## config.mk

```make
export PLATFORM = sky130hd
export DESIGN_NAME = fan_level_hysteresis_controller_unit
export DESIGN_NICKNAME = d
export VERILOG_FILES = /design/src/rtl/core/flhc_pkg.sv /design/src/rtl/core/flhc_alu.sv /design/src/rtl/core/fan_level_hysteresis_controller_unit.sv
export VERILOG_INCLUDE_DIRS = /design/src /design/src/rtl/core
export SDC_FILE = /design/constraint.sdc
export NUM_CORES = 1
export LEC_CHECK = 0
export BUFFER_PORTS_ARGS = -buffer_cell sky130_fd_sc_hd__buf_2
export CAP_MARGIN = 20
export CORE_MARGIN = 2
export CORE_UTILIZATION = 69
export DETAILED_ROUTE_END_ITERATION = 7
export PLACE_DENSITY = 0.9
export SETUP_SLACK_MARGIN = 0.05
export SYNTH_ARGS = -nofsm -noshare
export SYNTH_HDL_FRONTEND = slang
export SYNTH_HIERARCHICAL = 1
export SYNTH_SLANG_ARGS = --single-unit
```

## constraint.sdc

```tcl
create_clock -name clk -period 17.4 [get_ports clk]
set_input_delay 1.74 -clock clk [delete_from_list [all_inputs] [get_ports clk]]
set_output_delay 1.74 -clock clk [all_outputs]
set_load 0.02 [all_outputs]
```

## src/rtl/core/assert_macros.svh

```systemverilog
// Assertion macros shared by the fan level controller RTL
`ifndef ASSERT_MACROS_SVH
`define ASSERT_MACROS_SVH

// plain property check, disabled while in reset
`define FLHC_ASSERT(lbl, clk, rstn, prop) \
	lbl: assert property (@(posedge clk) disable iff (!(rstn)) (prop)) \
		else $error("flhc assertion failed");

// overlapping implication, disabled while in reset
`define FLHC_ASSERT_IMP(lbl, clk, rstn, ante, cons) \
	lbl: assert property (@(posedge clk) disable iff (!(rstn)) (ante) |-> (cons)) \
		else $error("flhc implication failed");

// next-cycle implication, disabled while in reset
`define FLHC_ASSERT_NXT(lbl, clk, rstn, ante, cons) \
	lbl: assert property (@(posedge clk) disable iff (!(rstn)) (ante) |=> (cons)) \
		else $error("flhc next-cycle implication failed");

`endif

```

## src/rtl/core/flhc_pkg.sv

```systemverilog
// Types and constants for the fan level hysteresis controller
package flhc_pkg;

	localparam int TEMP_BITS = 8;
	localparam int LEVEL_W   = 3;
	localparam int DW        = 22;   // shared unit datapath width

	localparam logic [2:0] CFG_SAMPLE_PERIOD = 3'd0;
	localparam logic [2:0] CFG_BIAS_GAIN     = 3'd1;
	localparam logic [2:0] CFG_BIAS_DECAY    = 3'd2;
	localparam logic [2:0] CFG_NUM_LEVELS    = 3'd3;
	localparam logic [2:0] CFG_LOW_LIMITS    = 3'd4;
	localparam logic [2:0] CFG_HIGH_LIMITS   = 3'd5;
	localparam logic [2:0] CFG_LEVEL_VALUES  = 3'd6;

	typedef enum logic [1:0] {
		ALU_ADD = 2'd0,
		ALU_SUB = 2'd1,
		ALU_MUL = 2'd2
	} alu_op_t;

	typedef struct packed {
		alu_op_t              op;
		logic signed [DW-1:0] a;
		logic signed [DW-1:0] b;
	} alu_req_t;

	function automatic logic signed [DW-1:0] sext_temp(input logic [TEMP_BITS-1:0] v);
		return {{(DW-TEMP_BITS){v[TEMP_BITS-1]}}, v};
	endfunction

endpackage

```

## src/rtl/core/flhc_alu.sv

```systemverilog
// Shared add / subtract / multiply unit of the fan level controller
module flhc_alu import flhc_pkg::*; (
	input  alu_req_t             req,
	output logic signed [DW-1:0] res
);

	logic signed [2*DW-1:0] prod;

	assign prod = req.a * req.b;

	always_comb begin
		case (req.op)
			ALU_ADD: res = req.a + req.b;
			ALU_SUB: res = req.a - req.b;
			ALU_MUL: res = prod[DW-1:0];
			default: res = '0;
		endcase
	end

endmodule

```

## src/rtl/core/fan_level_hysteresis_controller_unit.sv

```systemverilog
// Top level of the fan level hysteresis controller
//
//  channel  | handshake           | payload
//  ---------+---------------------+------------------------------------------------
//  in       | in_valid / in_stall | temp_sample
//  out      | out_valid/out_stall | fan_value, level_index, fan_write, next_interval
//  cfg      | cfg_valid/cfg_ready | cfg_index, cfg_data
//
// A later sample runs the watchdog and difference steps, the two multiply steps after a rise
// of two degrees or more, then the bias add, up walk, down walk and decay steps; the first
// sample starts at the down walk. One shared add/subtract/multiply unit is used by every
// step and the level walks test one limit per cycle.
// in_stall is high from acceptance until the result enters the output register.
// A stalled result holds the sequencer in its last step. Reset is asynchronous.
`include "assert_macros.svh"

module fan_level_hysteresis_controller_unit import flhc_pkg::*; #(
	parameter int MAX_LEVELS = 8
) (
	input  logic                 clk,
	input  logic                 arst_n,
	input  logic                 in_valid,
	output logic                 in_stall,
	input  logic [TEMP_BITS-1:0] temp_sample,
	output logic                 out_valid,
	input  logic                 out_stall,
	output logic [7:0]           fan_value,
	output logic [LEVEL_W-1:0]   level_index,
	output logic                 fan_write,
	output logic [3:0]           next_interval,
	input  logic                 cfg_valid,
	output logic                 cfg_ready,
	input  logic [2:0]           cfg_index,
	input  logic [63:0]          cfg_data
);

	typedef enum logic [9:0] {
		S_IDLE  = 10'b0000000001,
		S_WDOG  = 10'b0000000010,
		S_DIFF  = 10'b0000000100,
		S_MUL1  = 10'b0000001000,
		S_MUL2  = 10'b0000010000,
		S_BADD  = 10'b0000100000,
		S_UP    = 10'b0001000000,
		S_DOWN  = 10'b0010000000,
		S_DECAY = 10'b0100000000,
		S_DONE  = 10'b1000000000
	} state_t;

	state_t state_q;

	// configuration
	logic [3:0]  sample_period_q;
	logic [7:0]  bias_gain_q;
	logic [9:0]  bias_decay_q;
	logic [3:0]  num_levels_q;
	logic [63:0] low_limits_q;
	logic [63:0] high_limits_q;
	logic [63:0] level_values_q;

	// controller state
	logic                 started_q;
	logic [TEMP_BITS-1:0] prev_temp_q;
	logic [LEVEL_W-1:0]   level_q;
	logic [3:0]           interval_q;
	logic [7:0]           wdog_q;
	logic [15:0]          bias_q;

	// per-request working registers
	logic [TEMP_BITS-1:0] temp_q;
	logic [7:0]           diffm1_q;
	logic [19:0]          prod_q;
	logic signed [17:0]   biased_q;
	logic                 write_q;

	logic [3:0]           sp_eff;
	logic [7:0]           six_sp;
	logic [3:0]           n_eff;
	logic [LEVEL_W-1:0]   n_top;
	logic [LEVEL_W-1:0]   lvl_clamped;
	logic [7:0]           low_sel;
	logic [7:0]           high_sel;
	logic                 in_acc;
	logic                 out_free;
	alu_req_t             alu_req;
	logic signed [DW-1:0] alu_res;
	logic                 res_neg;
	logic                 res_zero;

	assign sp_eff   = (sample_period_q == 4'd0) ? 4'd1 : sample_period_q;
	assign six_sp   = ({4'd0, sp_eff} << 2) + ({4'd0, sp_eff} << 1);
	always_comb begin
		if (num_levels_q == 4'd0)
			n_eff = 4'd1;
		else if (num_levels_q > 4'(MAX_LEVELS))
			n_eff = 4'(MAX_LEVELS);
		else
			n_eff = num_levels_q;
	end
	assign n_top       = LEVEL_W'(n_eff - 4'd1);
	assign lvl_clamped = (level_q > n_top) ? n_top : level_q;
	assign low_sel     = low_limits_q[{level_q, 3'b000} +: 8];
	assign high_sel    = high_limits_q[{level_q, 3'b000} +: 8];

	assign in_stall  = (state_q != S_IDLE);
	assign in_acc    = in_valid && !in_stall;
	assign cfg_ready = 1'b1;
	assign out_free  = !out_valid || !out_stall;

	// operand selection for the shared unit
	always_comb begin
		alu_req.op = ALU_SUB;
		alu_req.a  = '0;
		alu_req.b  = '0;
		case (state_q)
			S_WDOG: begin
				alu_req.a = DW'(wdog_q);
				alu_req.b = DW'(interval_q);
			end
			S_DIFF: begin
				alu_req.a = sext_temp(temp_q);
				alu_req.b = sext_temp(prev_temp_q);
			end
			S_MUL1: begin
				alu_req.op = ALU_MUL;
				alu_req.a  = DW'(interval_q);
				alu_req.b  = DW'(diffm1_q);
			end
			S_MUL2: begin
				alu_req.op = ALU_MUL;
				alu_req.a  = DW'(prod_q);
				alu_req.b  = DW'(bias_gain_q);
			end
			S_BADD: begin
				alu_req.op = ALU_ADD;
				alu_req.a  = sext_temp(temp_q);
				alu_req.b  = DW'(bias_q);
			end
			S_UP: begin
				alu_req.a = DW'(biased_q);
				alu_req.b = sext_temp(high_sel);
			end
			S_DOWN: begin
				alu_req.a = DW'(biased_q);
				alu_req.b = sext_temp(low_sel);
			end
			S_DECAY: begin
				alu_req.a = DW'({bias_q, 4'b0000});
				alu_req.b = DW'(bias_decay_q);
			end
			default: ;
		endcase
	end

	flhc_alu u_alu (
		.req (alu_req),
		.res (alu_res)
	);

	assign res_neg  = alu_res[DW-1];
	assign res_zero = (alu_res == '0);

	always_ff @(posedge clk or negedge arst_n) begin
		if (!arst_n) begin
			sample_period_q <= 4'd5;
			bias_gain_q     <= 8'd8;
			bias_decay_q    <= 10'd38;
			num_levels_q    <= 4'd8;
			low_limits_q    <= '0;
			high_limits_q   <= '0;
			level_values_q  <= '0;
		end else if (cfg_valid && cfg_ready) begin
			case (cfg_index)
				CFG_SAMPLE_PERIOD: sample_period_q <= cfg_data[3:0];
				CFG_BIAS_GAIN:     bias_gain_q     <= cfg_data[7:0];
				CFG_BIAS_DECAY:    bias_decay_q    <= cfg_data[9:0];
				CFG_NUM_LEVELS:    num_levels_q    <= cfg_data[3:0];
				CFG_LOW_LIMITS:    low_limits_q    <= cfg_data;
				CFG_HIGH_LIMITS:   high_limits_q   <= cfg_data;
				CFG_LEVEL_VALUES:  level_values_q  <= cfg_data;
				default: ;
			endcase
		end
	end

	always_ff @(posedge clk or negedge arst_n) begin
		if (!arst_n) begin
			state_q     <= S_IDLE;
			started_q   <= 1'b0;
			prev_temp_q <= '0;
			level_q     <= '0;
			interval_q  <= 4'd5;
			wdog_q      <= 8'd30;
			bias_q      <= '0;
			write_q     <= 1'b0;
			diffm1_q    <= '0;
			prod_q      <= '0;
			biased_q    <= '0;
			out_valid   <= 1'b0;
		end else begin
			// S_DONE sets out_valid itself when the output register is free
			if (out_valid && !out_stall && state_q != S_DONE)
				out_valid <= 1'b0;
			case (state_q)
				S_IDLE: begin
					if (in_acc) begin
						if (!started_q) begin
							// first sample: walk down from the top, unbiased
							level_q    <= n_top;
							interval_q <= sp_eff;
							wdog_q     <= six_sp;
							bias_q     <= '0;
							started_q  <= 1'b1;
							write_q    <= 1'b1;
							biased_q   <= 18'(signed'(temp_sample));
							state_q    <= S_DOWN;
						end else begin
							level_q <= lvl_clamped;
							write_q <= 1'b0;
							state_q <= S_WDOG;
						end
					end
				end
				S_WDOG: begin
					if (alu_res <= signed'(DW'(sp_eff))) begin
						write_q <= 1'b1;
						wdog_q  <= six_sp;
					end else begin
						wdog_q  <= alu_res[7:0];
					end
					state_q <= S_DIFF;
				end
				S_DIFF: begin
					// a rise of two or more degrees rebuilds the bias
					if (!res_neg && (alu_res > signed'(DW'(1)))) begin
						diffm1_q <= alu_res[7:0] - 8'd1;
						state_q  <= S_MUL1;
					end else begin
						if (interval_q < sp_eff)
							interval_q <= interval_q + 4'd1;
						state_q <= S_BADD;
					end
				end
				S_MUL1: begin
					prod_q  <= alu_res[19:0];
					state_q <= S_MUL2;
				end
				S_MUL2: begin
					if (|alu_res[DW-1:20])
						bias_q <= 16'hFFFF;
					else
						bias_q <= alu_res[19:4];
					if (interval_q > 4'd2)
						interval_q <= 4'd2;
					state_q <= S_BADD;
				end
				S_BADD: begin
					biased_q <= alu_res[17:0];
					state_q  <= S_UP;
				end
				S_UP: begin
					if (!res_neg) begin
						write_q <= 1'b1;
						if (level_q < n_top)
							level_q <= level_q + 1'b1;
						else
							state_q <= S_DOWN;
					end else begin
						state_q <= S_DOWN;
					end
				end
				S_DOWN: begin
					if (res_neg || res_zero) begin
						write_q    <= 1'b1;
						interval_q <= sp_eff;
						if (level_q != '0)
							level_q <= level_q - 1'b1;
						else
							state_q <= S_DECAY;
					end else begin
						state_q <= S_DECAY;
					end
				end
				S_DECAY: begin
					if (bias_q != '0)
						bias_q <= (res_neg || res_zero) ? 16'd0 : alu_res[19:4];
					state_q <= S_DONE;
				end
				S_DONE: begin
					if (out_free) begin
						prev_temp_q <= temp_q;
						out_valid   <= 1'b1;
						state_q     <= S_IDLE;
					end
				end
				default: state_q <= S_IDLE;
			endcase
		end
	end

	always_ff @(posedge clk) begin
		if (in_acc)
			temp_q <= temp_sample;
		if (state_q == S_DONE && out_free) begin
			fan_value     <= level_values_q[{level_q, 3'b000} +: 8];
			level_index   <= level_q;
			fan_write     <= write_q;
			next_interval <= interval_q;
		end
	end

	`FLHC_ASSERT_NXT(a_accept_starts_work, clk, arst_n, in_acc, state_q != S_IDLE)
	`FLHC_ASSERT_IMP(a_level_in_range, clk, arst_n, state_q == S_DONE, level_q <= n_top)
	`FLHC_ASSERT_IMP(a_result_after_start, clk, arst_n, out_valid, started_q)
	`FLHC_ASSERT_IMP(a_interval_nonzero, clk, arst_n, state_q == S_DONE, interval_q != 4'd0)

endmodule
```

==> impl_metrics.ini <==
[timing]
hold_slack_ps = 474
final-hold-violation-count = 0
rsz0062_at_grt = false
worstMarginPinSlew_ps = 1180
max-slew-margin-rel_pct = 20.8
setup_viol = 0
finalWorstPathRequiredPeriod_ps = 11230
setup-tns-final_ps = 0
timing.final.max_slew_violations = 0
max_clock_skew_ps = 23.3
timing.final.crit_share_pct = 64.5
achievable-frequency_mhz = 89.1

[cells_and_area]
finalInstanceArea_um2 = 27800
n_fill_cell = 2197
stdcell_count = 2978
proportion_of_layout_cells_with_a_drive_suffix_above_1_pct = 21.2
area_used_by_sequential_logic_in_the_layout_um2 = 8650
multi_input_comb_area_um2 = 15600
final_net_count = 2867
layout-area-overhead-vs-synth_pct = 7.97

[floorplan]
rows = 70
die-width_um = 197
fp.dieArea_um2 = 38900
io_pins = 99
coreArea_um2 = 36700
die_y_um = 197
initial_core_util_pct = 70.2

[clocking]
cts_tree = done
cts_setup_buffers = 0
cts_resized = 0
clkSinkCount = 340
cts_inserted_buffers = 31
clock-root-buffer = clkbuf_16
cts.clk_slew.worst_paths_ps = 70
clk_latency_ps = 600
cts-hold-fix-buffers = 0
number_of_h_tree_branching_levels = 1
clk_path_buf_depth = 3

[synth]
yosys.cell_types.count = 85
post_synth_xor_area_fraction_pct = 3.48
synth_common_cells = 302 x dfrtp_1, 287 x nand2_1, 256 x inv_1
synth_simple_gate_area_share_pct = 12.9
synth-seq-area-share_pct = 33.6
synth_enable_flop_cells = 24
synth_seq_cells = 340
synth.mux.area_fraction_pct = 15.5
netlist_top_cells_area = dfrtp_1 29%, fa_1 14%, mux2_2 10%
leading_area_contributor_after_synthesis = dfrtp_1
synthCells = 2436
synth_compound_gate_area_share_pct = 8.29
synth_most_common_cell = dfrtp_1
synth_async_sr_flop_share_pct = 92.9
synth_fa_ha_area_share_pct = 20.2
synth_flop_cell = dfrtp_1
synth_top_family_by_area = adder cells
nets_in_the_synthesized_netlist = 2827
yosys_warnings = 6
post_synth_instance_area_um2 = 25700
post-synth-top-area-fraction_pct = 29.3
syn_area_per_cell_um2 = 10.6

[setup_path]
critical_path_peak_fanout = 49
slowest_delay_ps = 950
worst_r2r_startpoint = level_q[0]
critical-path-slowest-cell = o41ai_2
timing.rr.end = wdog_q[4]
ff2ff_path_depth = 33
cp.arrival_ps = 11720
crit_path_frequent_cell = fa_1
worstSetupEndpointType = flop
path_class = flop to flop
timing.critical_path.required_ps = 17890
r2r_slack_ps = 6170
worst_setup_path_start_kind = flop

[detailed_routing]
ant_nets = 0
wl_per_cell_um = 25.8
num_vias = 19900
dr.pass1.iters = 8
routed_wirelength_um = 76900
drtIter0Drc = 2206
routed_via_density = 6.69
drt_drc_violations_left = 23

[grt]
grt_overflow_total = 0
grt_max_degree = 84
grt_first_pass_wirelength_um = 118000
antenna_found_initial = 8
globalRouteTotalUtil_pct = 39.5
first_global_vias = 21200

[outcome]
failing_checks = DRC
status = finished, violations left

[place]
gp_congestion = 0.928
port_buffers = 97
hpwlAfterDp_um = 49800
placed_cells = 2907
place_area_um2 = 26600

[hold_path]
holdPathStages = 2
hold_path_class = flop to flop
worstHoldStart = wdog_q[3]
hold-path-endpoint = wdog_q[3]

[power_and_ir_drop]
ir_drop_mv = 0.154
power.density_cell_area_nw_per_um2 = 165
tot_pwr_mw = 4.59
leakage_nw = 12.8

[flow_run]
cap_violations = 0
[cell type report]
class | count | share of cell area (%)
diodes | 9 | 0.0810
flip-flops and latches | 340 | 31.1
repair buffers | 143 | 3.24
multi-input cells | 1703 | 56.1
clock buffers | 42 | 3.20
inverters | 257 | 3.47
well taps | 468 | 2.11
clock inverters | 16 | 0.702
[cells by family (layout without fill, tap and decap cells)]
| kind of cell | Yosys count | in the layout |
|---|---|---|
| and+or+nand+nor | 674 | 674 |
| buffers and inverters | 393 | 458 |
| DFF | 340 | 340 |
| AOI/OAI and AO/OA | 312 | 312 |
| adders and majority gates | 311 | 311 |
| muxes | 309 | 309 |
| xor gates and xnor gates | 96 | 96 |
| other | 1 | 10 |
[cell usage in the layout (no fill, tap or decap), types with 7 or more instances in the layout]
cell type	instances
buf_2	96
clkbuf_16	32
ha_1	135
o211ai_1	7
inv_1	256
nand2b_1	22
xnor2_1	59
o31ai_1	20
edfxtp_1	24
fa_1	176
o21a_1	10
dfrtp_1	300
xor2_1	33
or4_1	8
nand3_1	25
o21ai_0	62
clkinv_2	8
dfstp_2	14
mux2i_1	20
nand4_1	10
a21oi_1	70
nor4_1	16
mux2_2	238
o22ai_1	9
a222oi_1	16
a22oi_1	30
a21o_1	22
mux4_2	48
diode_2	9
nor2_1	96
nor3_1	23
nand2_1	287
buf_4	43
and2_1	116
a31oi_1	11
nor2b_1	20
[sequential cells by signal, summed over array words and instances (netlist names), 3 cells and up]
name	cells
low_limits_q	64
level_q	3
diffm1_q	8
high_limits_q	64
fan_value	8
biased_q	18
level_index	3
interval_q	4
bias_q	16
state_q	10
prod_q	20
level_values_q	64
num_levels_q	4
prev_temp_q	8
sample_period_q	4
next_interval	4
bias_decay_q	10
wdog_q	8
temp_q	8
bias_gain_q	8
[stage by stage]
stage	setup slack (ps)	utilization [%]
2_1_floorplan	7680	-
3_3_place_gp	6670	72.5
3_5_place_dp	6410	72.5
4_1_cts	6300	75.5
5_1_grt	5530	75.7
6_report	6170	75.8
[how the worst max path moves through the flow]
stage,cells after the start,slack [ps],start,end
floorplan,33,7680,level_q[0],wdog_q[6]
global placement,31,6670,state_q[8],wdog_q[6]
detailed placement,33,6410,level_q[0],wdog_q[4]
CTS,33,6300,level_q[0],wdog_q[4]
global route,33,5530,level_q[0],wdog_q[4]
finish,33,6170,level_q[0],wdog_q[4]
[report_power, final]
part / internal [mW] / total (mW) / switching (mW)
Combinational: 1.02 / 2.68 / 1.66
Sequential: 1.01 / 1.17 / 0.162
Clock: 0.419 / 0.740 / 0.322
Total: 2.45 / 4.59 / 2.14
[worst max-delay path, delay by kind of cell, from the launching register on]
| kind | cells | cell delay (ps) |
|---|---|---|
| fa+ha+maj | 8 | 3480 |
| buf+inv | 6 | 1230 |
| xor+xnor | 1 | 140 |
| compound gates | 10 | 3250 |
| mux | 1 | 660 |
| simple gates | 7 | 1900 |
| flops | 1 | 430 |
[layer usage]
metal	up-vias	GRT usage [%]	share of wire, %
met5	-	0	0.074
met4	8	19.7	5.7
met3	362	11.5	12
met2	1334	63.2	47
met1	9845	49.3	36
li1	8361	-	-
No activity file was read; power rests on OpenSTA's default activity.
